**config.mk**
```make
export PLATFORM = sky130hd
export DESIGN_NAME = ssh_version_line_parser
export DESIGN_NICKNAME = d
export VERILOG_FILES = /design/src/design/svlp_pkg.sv /design/src/design/svlp_in_reg.sv /design/src/design/svlp_parser.sv /design/src/design/ssh_version_line_parser.sv
export SDC_FILE = /design/constraint.sdc
export NUM_CORES = 1
export LEC_CHECK = 0
export BUFFER_PORTS_ARGS = -buffer_cell sky130_fd_sc_hd__buf_2
export CAP_MARGIN = 20
export CORE_MARGIN = 1
export CORE_UTILIZATION = 63
export CTS_CLUSTER_DIAMETER = 100
export CTS_CLUSTER_SIZE = 20
export DETAILED_ROUTE_END_ITERATION = 6
export PLACE_DENSITY = 0.85
export SLEW_MARGIN = 20
export SYNTH_ARGS = -nofsm -noshare
export SYNTH_HDL_FRONTEND = slang
export SYNTH_SLANG_ARGS = --single-unit
```
**constraint.sdc**
```tcl
create_clock -name aclk -period 6.1 [get_ports aclk]
set_clock_uncertainty 0.15 [all_clocks]
set_input_delay 0.305 -clock aclk [delete_from_list [all_inputs] [get_ports aclk]]
set_output_delay 0.305 -clock aclk [all_outputs]
set_load 0.01 [all_outputs]
```
**src/design/svlp_pkg.sv**
```systemverilog
// ----------------------------------------------------------------------------
// SSH version line parser package
// Shared types, character codes, tags and status codes.
// ----------------------------------------------------------------------------
package svlp_pkg;

    // Longest line tracked before the too-long status is raised
    localparam int MAX_LINE = 255;
    localparam int CNT_W    = $clog2(MAX_LINE + 1);

    typedef logic [CNT_W-1:0] cnt_t;

    localparam cnt_t MAX_CNT = CNT_W'(MAX_LINE);

    // Character codes
    localparam logic [7:0] CH_LF    = 8'h0A;
    localparam logic [7:0] CH_CR    = 8'h0D;
    localparam logic [7:0] CH_SPACE = 8'h20;
    localparam logic [7:0] CH_DASH  = 8'h2D;

    typedef enum logic [2:0] {
        PH_PREFIX  = 3'd0,
        PH_PROTO   = 3'd1,
        PH_SOFT    = 3'd2,
        PH_COMMENT = 3'd3,
        PH_TAIL    = 3'd4,
        PH_REJECT  = 3'd5
    } phase_t;

    typedef enum logic [2:0] {
        ST_RUN        = 3'd0,
        ST_OK         = 3'd1,
        ST_BAD_PREFIX = 3'd2,
        ST_NO_DASH    = 3'd3,
        ST_TOO_LONG   = 3'd4
    } status_t;

    typedef enum logic [3:0] {
        TAG_PREFIX   = 4'd0,
        TAG_PROTO    = 4'd1,
        TAG_DASH     = 4'd2,
        TAG_SOFTWARE = 4'd3,
        TAG_SPACE    = 4'd4,
        TAG_COMMENT  = 4'd5,
        TAG_CR       = 4'd6,
        TAG_LF       = 4'd7,
        TAG_IGNORED  = 4'd8
    } tag_t;

    // One received byte
    typedef struct packed {
        logic [7:0] data_byte;
        logic       last_byte;
    } in_item_t;

    // One result item
    typedef struct packed {
        tag_t       field_tag;
        logic       line_done;
        status_t    line_status;
        logic       version_ok;
        logic [7:0] protocol_len;
        logic [7:0] software_len;
        logic [7:0] comment_len;
        logic [7:0] line_len;
    } result_t;

    // Report a count on an 8-bit length field, clamped at 255
    function automatic logic [7:0] len8(input cnt_t v);
        len8 = (int'(v) > 255) ? 8'hFF : 8'(v);
    endfunction

endpackage

```
**src/design/svlp_in_reg.sv**
```systemverilog
// ----------------------------------------------------------------------------
// SSH version line parser input register
// Holds one received item and hands it to the parser when it advances.
// ----------------------------------------------------------------------------
module svlp_in_reg (
    input  logic               aclk,
    input  logic               aresetn,
    input  logic               s_tvalid,
    output logic               s_tready,
    input  logic [7:0]         s_tdata,   // [7:0] data_byte
    input  logic               s_tlast,   // last_byte
    input  logic               take,
    output logic               item_valid,
    output svlp_pkg::in_item_t item
);

    logic               valid_reg;
    svlp_pkg::in_item_t item_reg;

    // Free when empty or when the held item moves on this cycle
    assign s_tready   = !valid_reg || take;
    assign item_valid = valid_reg;
    assign item       = item_reg;

    // Occupancy
    always_ff @(posedge aclk) begin
        if (!aresetn) begin
            valid_reg <= 1'b0;
        end else if (s_tvalid && s_tready) begin
            valid_reg <= 1'b1;
        end else if (take) begin
            valid_reg <= 1'b0;
        end
    end

    // Payload
    always_ff @(posedge aclk) begin
        if (s_tvalid && s_tready) begin
            item_reg.data_byte <= s_tdata;
            item_reg.last_byte <= s_tlast;
        end
    end

endmodule

```
**src/design/svlp_parser.sv**
```systemverilog
// ----------------------------------------------------------------------------
// SSH version line parser core
// Per-byte phase machine with field counters and version matching.
// ----------------------------------------------------------------------------
module svlp_parser (
    input  logic               aclk,
    input  logic               aresetn,
    input  logic               advance,
    input  svlp_pkg::in_item_t item,
    output svlp_pkg::result_t  result
);

    svlp_pkg::phase_t  phase_reg, phase_next;
    svlp_pkg::status_t fail_reg, fail_next;
    logic [1:0]        vmatch_reg, vmatch_next;
    svlp_pkg::cnt_t    pos_reg, pos_next;
    svlp_pkg::cnt_t    proto_reg, proto_next;
    svlp_pkg::cnt_t    soft_reg, soft_next;
    svlp_pkg::cnt_t    comment_reg, comment_next;
    svlp_pkg::cnt_t    content_reg, content_next;

    logic             line_end;
    logic             closed;
    svlp_pkg::tag_t   tag;

    function automatic svlp_pkg::cnt_t sat_inc(input svlp_pkg::cnt_t v);
        sat_inc = (v == svlp_pkg::MAX_CNT) ? v : v + svlp_pkg::cnt_t'(1);
    endfunction

    // "SSH-"
    function automatic logic [7:0] prefix_char(input logic [1:0] i);
        case (i)
            2'd0:    prefix_char = 8'h53;
            2'd1:    prefix_char = 8'h53;
            2'd2:    prefix_char = 8'h48;
            default: prefix_char = svlp_pkg::CH_DASH;
        endcase
    endfunction

    // "2.0" (index 3 never matches)
    function automatic logic match_v20(input svlp_pkg::cnt_t i, input logic [7:0] b);
        case (i[1:0])
            2'd0:    match_v20 = (b == 8'h32);
            2'd1:    match_v20 = (b == 8'h2E);
            2'd2:    match_v20 = (b == 8'h30);
            default: match_v20 = 1'b0;
        endcase
        if (i >= svlp_pkg::cnt_t'(3)) begin
            match_v20 = 1'b0;
        end
    endfunction

    // "1.99"
    function automatic logic match_v199(input svlp_pkg::cnt_t i, input logic [7:0] b);
        case (i[1:0])
            2'd0:    match_v199 = (b == 8'h31);
            2'd1:    match_v199 = (b == 8'h2E);
            2'd2:    match_v199 = (b == 8'h39);
            default: match_v199 = (b == 8'h39);
        endcase
        if (i >= svlp_pkg::cnt_t'(4)) begin
            match_v199 = 1'b0;
        end
    endfunction

    // State registers
    always_ff @(posedge aclk) begin
        if (!aresetn) begin
            phase_reg   <= svlp_pkg::PH_PREFIX;
            fail_reg    <= svlp_pkg::ST_RUN;
            vmatch_reg  <= 2'b11;
            pos_reg     <= '0;
            proto_reg   <= '0;
            soft_reg    <= '0;
            comment_reg <= '0;
            content_reg <= '0;
        end else if (advance) begin
            phase_reg   <= phase_next;
            fail_reg    <= fail_next;
            vmatch_reg  <= vmatch_next;
            pos_reg     <= pos_next;
            proto_reg   <= proto_next;
            soft_reg    <= soft_next;
            comment_reg <= comment_next;
            content_reg <= content_next;
        end
    end

    // Next state and result for the byte at hand
    always_comb begin
        phase_next   = phase_reg;
        fail_next    = fail_reg;
        vmatch_next  = vmatch_reg;
        pos_next     = pos_reg;
        proto_next   = proto_reg;
        soft_next    = soft_reg;
        comment_next = comment_reg;
        content_next = content_reg;
        tag          = svlp_pkg::TAG_IGNORED;
        line_end     = 1'b0;
        closed       = 1'b0;
        result       = '0;

        // Line position and the too-long check
        if (pos_reg == svlp_pkg::MAX_CNT) begin
            if (fail_reg == svlp_pkg::ST_RUN) begin
                fail_next = svlp_pkg::ST_TOO_LONG;
            end
        end else begin
            pos_next = pos_reg + svlp_pkg::cnt_t'(1);
        end

        if (item.data_byte == svlp_pkg::CH_LF) begin
            tag      = svlp_pkg::TAG_LF;
            line_end = 1'b1;
        end else begin
            case (phase_reg)
                svlp_pkg::PH_PREFIX: begin
                    if (content_reg < svlp_pkg::cnt_t'(4) &&
                        item.data_byte == prefix_char(content_reg[1:0])) begin
                        tag = svlp_pkg::TAG_PREFIX;
                        if (content_reg == svlp_pkg::cnt_t'(3)) begin
                            phase_next = svlp_pkg::PH_PROTO;
                        end
                    end else begin
                        if (fail_next == svlp_pkg::ST_RUN) begin
                            fail_next = svlp_pkg::ST_BAD_PREFIX;
                        end
                        phase_next = svlp_pkg::PH_REJECT;
                        tag = (item.data_byte == svlp_pkg::CH_CR) ?
                              svlp_pkg::TAG_CR : svlp_pkg::TAG_IGNORED;
                    end
                end
                svlp_pkg::PH_PROTO: begin
                    if (item.data_byte == svlp_pkg::CH_DASH) begin
                        tag        = svlp_pkg::TAG_DASH;
                        phase_next = svlp_pkg::PH_SOFT;
                    end else begin
                        tag = svlp_pkg::TAG_PROTO;
                        if (!match_v20(proto_reg, item.data_byte)) begin
                            vmatch_next[0] = 1'b0;
                        end
                        if (!match_v199(proto_reg, item.data_byte)) begin
                            vmatch_next[1] = 1'b0;
                        end
                        proto_next = sat_inc(proto_reg);
                    end
                end
                svlp_pkg::PH_SOFT: begin
                    if (item.data_byte == svlp_pkg::CH_CR) begin
                        tag        = svlp_pkg::TAG_CR;
                        phase_next = svlp_pkg::PH_TAIL;
                    end else if (item.data_byte == svlp_pkg::CH_SPACE) begin
                        tag        = svlp_pkg::TAG_SPACE;
                        phase_next = svlp_pkg::PH_COMMENT;
                    end else begin
                        tag       = svlp_pkg::TAG_SOFTWARE;
                        soft_next = sat_inc(soft_reg);
                    end
                end
                svlp_pkg::PH_COMMENT: begin
                    if (item.data_byte == svlp_pkg::CH_CR) begin
                        tag        = svlp_pkg::TAG_CR;
                        phase_next = svlp_pkg::PH_TAIL;
                    end else begin
                        tag          = svlp_pkg::TAG_COMMENT;
                        comment_next = sat_inc(comment_reg);
                    end
                end
                default: begin
                    tag = (item.data_byte == svlp_pkg::CH_CR) ?
                          svlp_pkg::TAG_CR : svlp_pkg::TAG_IGNORED;
                end
            endcase
        end

        // Line length leaves out CR and LF
        if (tag != svlp_pkg::TAG_CR && tag != svlp_pkg::TAG_LF) begin
            content_next = sat_inc(content_reg);
        end

        if (item.last_byte) begin
            line_end = 1'b1;
        end

        result.field_tag = tag;

        // Verdict at the end of the line, then start afresh
        if (line_end) begin
            closed = (phase_next == svlp_pkg::PH_SOFT) ||
                     (phase_next == svlp_pkg::PH_COMMENT) ||
                     (phase_next == svlp_pkg::PH_TAIL);
            result.line_done  = 1'b1;
            result.version_ok = closed &&
                ((vmatch_next[0] && proto_next == svlp_pkg::cnt_t'(3)) ||
                 (vmatch_next[1] && proto_next == svlp_pkg::cnt_t'(4)));
            if (fail_next != svlp_pkg::ST_RUN) begin
                result.line_status = fail_next;
            end else if (phase_next == svlp_pkg::PH_PREFIX ||
                         phase_next == svlp_pkg::PH_REJECT) begin
                result.line_status = svlp_pkg::ST_BAD_PREFIX;
            end else if (phase_next == svlp_pkg::PH_PROTO) begin
                result.line_status = svlp_pkg::ST_NO_DASH;
            end else begin
                result.line_status = svlp_pkg::ST_OK;
            end
            result.protocol_len = svlp_pkg::len8(proto_next);
            result.software_len = svlp_pkg::len8(soft_next);
            result.comment_len  = svlp_pkg::len8(comment_next);
            result.line_len     = svlp_pkg::len8(content_next);

            phase_next   = svlp_pkg::PH_PREFIX;
            fail_next    = svlp_pkg::ST_RUN;
            vmatch_next  = 2'b11;
            pos_next     = '0;
            proto_next   = '0;
            soft_next    = '0;
            comment_next = '0;
            content_next = '0;
        end
    end

    // A finished line always leaves the state cleared
    a_clear_after_end: assert property (@(posedge aclk) disable iff (!aresetn)
        advance && line_end |=> pos_reg == '0 && content_reg == '0 &&
                                phase_reg == svlp_pkg::PH_PREFIX)
        else $error("parser state not cleared after line end");

    // Field counts never run past the line position
    a_counts_bounded: assert property (@(posedge aclk) disable iff (!aresetn)
        proto_reg <= pos_reg && soft_reg <= pos_reg && comment_reg <= pos_reg)
        else $error("field count exceeds line position");

endmodule

```
**src/design/ssh_version_line_parser.sv**
```systemverilog
// ----------------------------------------------------------------------------
// SSH version line parser
// Tags each byte of an SSH banner line and reports a verdict at line end.
// ----------------------------------------------------------------------------
// Usage:
//   Bytes of a banner line enter on the s_ channel, one item per byte; s_tlast
//   ends a line that carries no LF, an LF byte always ends one. Every byte
//   yields one item on the m_ channel: m_tuser tags the byte's part of the
//   line and m_tlast marks the byte that ended it. On that item m_tdata
//   carries the status, the version flag (2.0 or 1.99) and the protocol,
//   software, comment and line lengths; on other items m_tdata is zero.
//   A byte taken into the input register passes through the parser into the
//   output register when that register is free or being drained. Throughput:
//   one item per cycle while m_tready stays high, set by the loop through the phase and counter registers.
//   An input register and an output register part the two sides, so a new
//   byte is taken while the previous result waits; when m_tready is held low
//   both registers fill and s_tready drops, and nothing is lost.
//   Reset (aresetn low, synchronous) empties both registers and returns the
//   parser to the start of a line.
// ----------------------------------------------------------------------------
module ssh_version_line_parser (
    input  logic        aclk,
    input  logic        aresetn,
    input  logic        s_tvalid,
    output logic        s_tready,
    input  logic [7:0]  s_tdata,   // [7:0] data_byte
    input  logic        s_tlast,   // last_byte
    output logic        m_tvalid,
    input  logic        m_tready,
    output logic [39:0] m_tdata,   // [2:0] line_status, [3] version_ok,
                                   // [11:4] protocol_len, [19:12] software_len,
                                   // [27:20] comment_len, [35:28] line_len,
                                   // [39:36] zero
    output logic        m_tlast,   // line_done
    output logic [3:0]  m_tuser    // field_tag
);

    logic               item_valid;
    logic               advance;
    svlp_pkg::in_item_t item;
    svlp_pkg::result_t  result;
    logic               m_tvalid_reg;
    svlp_pkg::result_t  res_reg;

    // Move a byte through when the output register is free or being drained
    assign advance = item_valid && (!m_tvalid_reg || m_tready);

    svlp_in_reg u_in_reg (
        .aclk       (aclk),
        .aresetn    (aresetn),
        .s_tvalid   (s_tvalid),
        .s_tready   (s_tready),
        .s_tdata    (s_tdata),
        .s_tlast    (s_tlast),
        .take       (advance),
        .item_valid (item_valid),
        .item       (item)
    );

    svlp_parser u_parser (
        .aclk    (aclk),
        .aresetn (aresetn),
        .advance (advance),
        .item    (item),
        .result  (result)
    );

    // Output register occupancy
    always_ff @(posedge aclk) begin
        if (!aresetn) begin
            m_tvalid_reg <= 1'b0;
        end else if (advance) begin
            m_tvalid_reg <= 1'b1;
        end else if (m_tready) begin
            m_tvalid_reg <= 1'b0;
        end
    end

    // Output payload
    always_ff @(posedge aclk) begin
        if (advance) begin
            res_reg <= result;
        end
    end

    assign m_tvalid = m_tvalid_reg;
    assign m_tuser  = res_reg.field_tag;
    assign m_tlast  = res_reg.line_done;
    assign m_tdata  = {4'b0000, res_reg.line_len, res_reg.comment_len,
                       res_reg.software_len, res_reg.protocol_len,
                       res_reg.version_ok, res_reg.line_status};

    // Verdict fields stay zero on items that do not end a line
    a_mid_line_zero: assert property (@(posedge aclk) disable iff (!aresetn)
        m_tvalid && !m_tlast |-> m_tdata == '0)
        else $error("verdict fields set on a mid-line item");

    // A finished line always carries a real status
    a_done_status: assert property (@(posedge aclk) disable iff (!aresetn)
        m_tvalid && m_tlast |-> m_tdata[2:0] != svlp_pkg::ST_RUN)
        else $error("line end reported as in progress");

    // A matched version needs the dash, so the prefix was good
    a_version_status: assert property (@(posedge aclk) disable iff (!aresetn)
        m_tvalid && m_tdata[3] |->
            m_tdata[2:0] == svlp_pkg::ST_OK || m_tdata[2:0] == svlp_pkg::ST_TOO_LONG)
        else $error("version flagged on a rejected line");

    // An LF byte always ends its line
    a_lf_ends: assert property (@(posedge aclk) disable iff (!aresetn)
        m_tvalid && m_tuser == svlp_pkg::TAG_LF |-> m_tlast)
        else $error("LF item without line end");

endmodule

```
==> flow_metrics.env <==
export IMPL_status="complete, no violations"
export IMPL_port_buffers=55
export IMPL_crit_path_end_kind="register"
export IMPL_synth_seq_area_share_pct=46.3
export IMPL_final_area_um2=6030
export IMPL_final_cells=724
export IMPL_die_w_um=94.6
export IMPL_fin_ws_ns=2.67
export IMPL_core_area_um2=8260
export IMPL_place_ws_ns=2.69
export IMPL_slowest_stage="nor2_1"
export IMPL_synthCells=575
export IMPL_grt_pass1_vias=4424
export IMPL_final_common_cell="nor2_1"
export IMPL_fin_crit_ns=3.43
export IMPL_crit_fanout=46
export IMPL_min_period_over_period_pct=56.3
export IMPL_synth_edf_count=50
export IMPL_cellInternalPower_uw=1000
export IMPL_dp_hpwl_um=8200
export IMPL_worst_pin_slew_ns=0.862
export IMPL_die_area_um2=8960
export IMPL_antenna_found_initial=0
export IMPL_p_per_area_nw_per_um2=220
export IMPL_switching_share_pct=24.6
export IMPL_leakagePower_nw=2.16
export IMPL_grt_overflow_total=0
export IMPL_layout_drive_gt1_share_pct=15.0
export IMPL_cts_buffers=9
export IMPL_p_total_mw=1.33
export IMPL_grt_pass1_wl_um=20800
export IMPL_diodes=0
export IMPL_syn_area_um2=5410
export IMPL_die_y_um=94.6
export IMPL_grtUsageTotal_pct=29.8
export IMPL_max_stage_delay_ns=0.79
export IMPL_nets=640
export IMPL_gp_congestion=0.934
export IMPL_switchingPower_uw=326
export IMPL_layout_common_cells="nor2_1, buf_2, edfxtp_1, dfxtp_1, nand2_1"
export IMPL_clkTransAtPathRegs_ns=0.10
export IMPL_synth_area_per_cell_um2=9.40
export IMPL_start_util_pct=65.5
export IMPL_postCtsSetupRepairBufs=0
export IMPL_htree_levels=3
export IMPL_placed_cells=698
export IMPL_drv_cap=0
export IMPL_firstDrtPassIters=5
export IMPL_clock_latency_ns=0.37
export IMPL_path_cells="nor4b_1 -> a21oi_4 -> buf_4 -> inv_1 -> nor2_1 -> a31oi_1 -> a311oi_1"
export IMPL_crit_type="reg2reg"
export IMPL_min_path_type="in2reg"
export IMPL_drt_initial_drc_count=468
export IMPL_arrival_ns=3.55
export IMPL_clock_sink_count=100
export IMPL_grt_max_degree=66
export IMPL_sequentialPowerShare_pct=55.7
export IMPL_yosys_register_bits=100
export IMPL_power_frac_comb_pct=8.0
export IMPL_drt_wl_total_um=12600
export IMPL_clockBufferDepth=2
export IMPL_start_kind="register"
export IMPL_via_per_inst=6.49
export IMPL_slew_headroom_pct=41.9
export IMPL_io_pins=60
export IMPL_drc=0
export IMPL_dr_total_vias=4698
export IMPL_worstPathRequired_ns=6.22
export IMPL_rsz0062_at_grt="no"
export IMPL_ys_warnings_count=0
export IMPL_synth_cell_type_count=71
export IMPL_synthFlopType="edfxtp_1"
export IMPL_placed_area_um2=5670
export IMPL_largest_reg_flops=36
export IMPL_cts_tree="built"
export IMPL_fillCellCount=647
export IMPL_finalSetupTns_ns=0
export IMPL_finalHoldViolCount=0
export IMPL_slew_violations=0
export IMPL_row_count=33
export IMPL_pwr_share_clk_pct=36.4
export IMPL_async_flop_share_pct=0
export IMPL_root_buffer="clkbuf_8"
export IMPL_fmax_mhz=291
export IMPL_wl_per_cell_um=17.4
export IMPL_drtAntennaViolNets=0
export IMPL_setup_violations=0
export IMPL_area_growth_pct=11.5
export IMPL_irDropWorstVdd_v=0.000161
[critical path: cells and delay by family, from the launching register on]
family / cells / cell delay, ns
AOI/OAI and AO/OA: 3 / 0.63
and+or+nand+nor: 2 / 1.07
DFF: 1 / 0.58
buffers and inverters: 2 / 0.89
[cell usage after synthesis, drive strengths merged (6+ instances only)]
| library cell | number | share of area (%) |
|---|---|---|
| a31oi | 14 | 1.6 |
| clkbuf | 32 | 2.2 |
| ha | 13 | 3.0 |
| a22oi | 8 | 1.1 |
| nor3 | 22 | 2.2 |
| nor2 | 65 | 4.5 |
| inv | 14 | 0.97 |
| or4 | 7 | 0.97 |
| edfxtp | 50 | 28 |
| xnor2 | 8 | 1.3 |
| and2 | 7 | 0.81 |
| nor4 | 10 | 1.2 |
| nand2 | 36 | 2.5 |
| o21ai | 29 | 2.7 |
| buf | 13 | 1.5 |
| dfxtp | 50 | 19 |
| nor2b | 8 | 0.93 |
| and3 | 10 | 1.2 |
| mux2i | 6 | 1.1 |
| nand4 | 8 | 0.93 |
| xor2 | 10 | 1.6 |
| a211oi | 10 | 1.5 |
| a21oi | 33 | 3.3 |
| nand3 | 19 | 1.8 |
| or3 | 7 | 0.81 |
[timing repair]
action	4_1_cts	5_1_grt
hold buffers	9	0
hold endpoints to repair	9	0
gates resized for setup	0	0
[per-stage QoR]
stage	utilization (%)	hold WS (ns)
floorplan	-	0.254
global placement	68.7	0.294
detailed placement	68.7	0.295
CTS	72.6	0.000728
global route	73.0	0.0190
finish	73.0	0.000763
[power by group through the flow]
stage | Sequential [mW] | Combinational [mW] | Clock (mW)
after floorplan | 0.753 | 0.0642 | 0
after global placement | 0.751 | 0.0951 | 0
after detailed placement | 0.753 | 0.0975 | 0
after CTS | 0.738 | 0.102 | 0.488
after global routing | 0.741 | 0.116 | 0.519
final | 0.738 | 0.105 | 0.482
[final timing paths]
kind / startpoint / end / cells past startpoint / slack (ns)
hold reg to reg: u_parser.vmatch_reg[1] / u_parser.vmatch_reg[1] / 2 / 0.32
setup reg to reg: u_in_reg.item[2] / u_parser.pos_reg[6] / 7 / 2.67
hold / removal: s_tvalid / u_in_reg.item_valid / 3 / 0.0008
setup / recovery: u_in_reg.item[2] / u_parser.pos_reg[6] / 7 / 2.67
[metal layers]
layer | wire length, µm | vias to the layer above | GRT usage (%)
li1 | - | 2226 | -
met1 | 5150 | 2225 | 37.3
met2 | 6360 | 215 | 50.1
met3 | 802 | 32 | 6.52
met4 | 313 | 0 | 11.1
met5 | 0 | - | 0
[logic make-up after synthesis]
| group | Yosys count | share of synthesized area, % |
|---|---|---|
| simple gates | 232 | 23.0 |
| compound gates | 146 | 18.9 |
| flops | 100 | 46.3 |
| buf+inv | 59 | 4.70 |
| xor+xnor | 18 | 2.92 |
| fa+ha+maj | 13 | 3.01 |
| mux | 6 | 1.11 |
| other cells | 1 | 0.0694 |
[cell type report]
class	count	area (µm²)	share of cell area, %
Multi-Input combinational cell	419	2680	44.4
Sequential cell	100	2500	41.5
Timing Repair Buffer	70	430	7.14
Tap cell	105	131	2.18
Clock buffer	9	124	2.06
Clock inverter	7	108	1.79
Inverter	14	52.6	0.872
No activity file was read; power rests on OpenSTA's default activity.
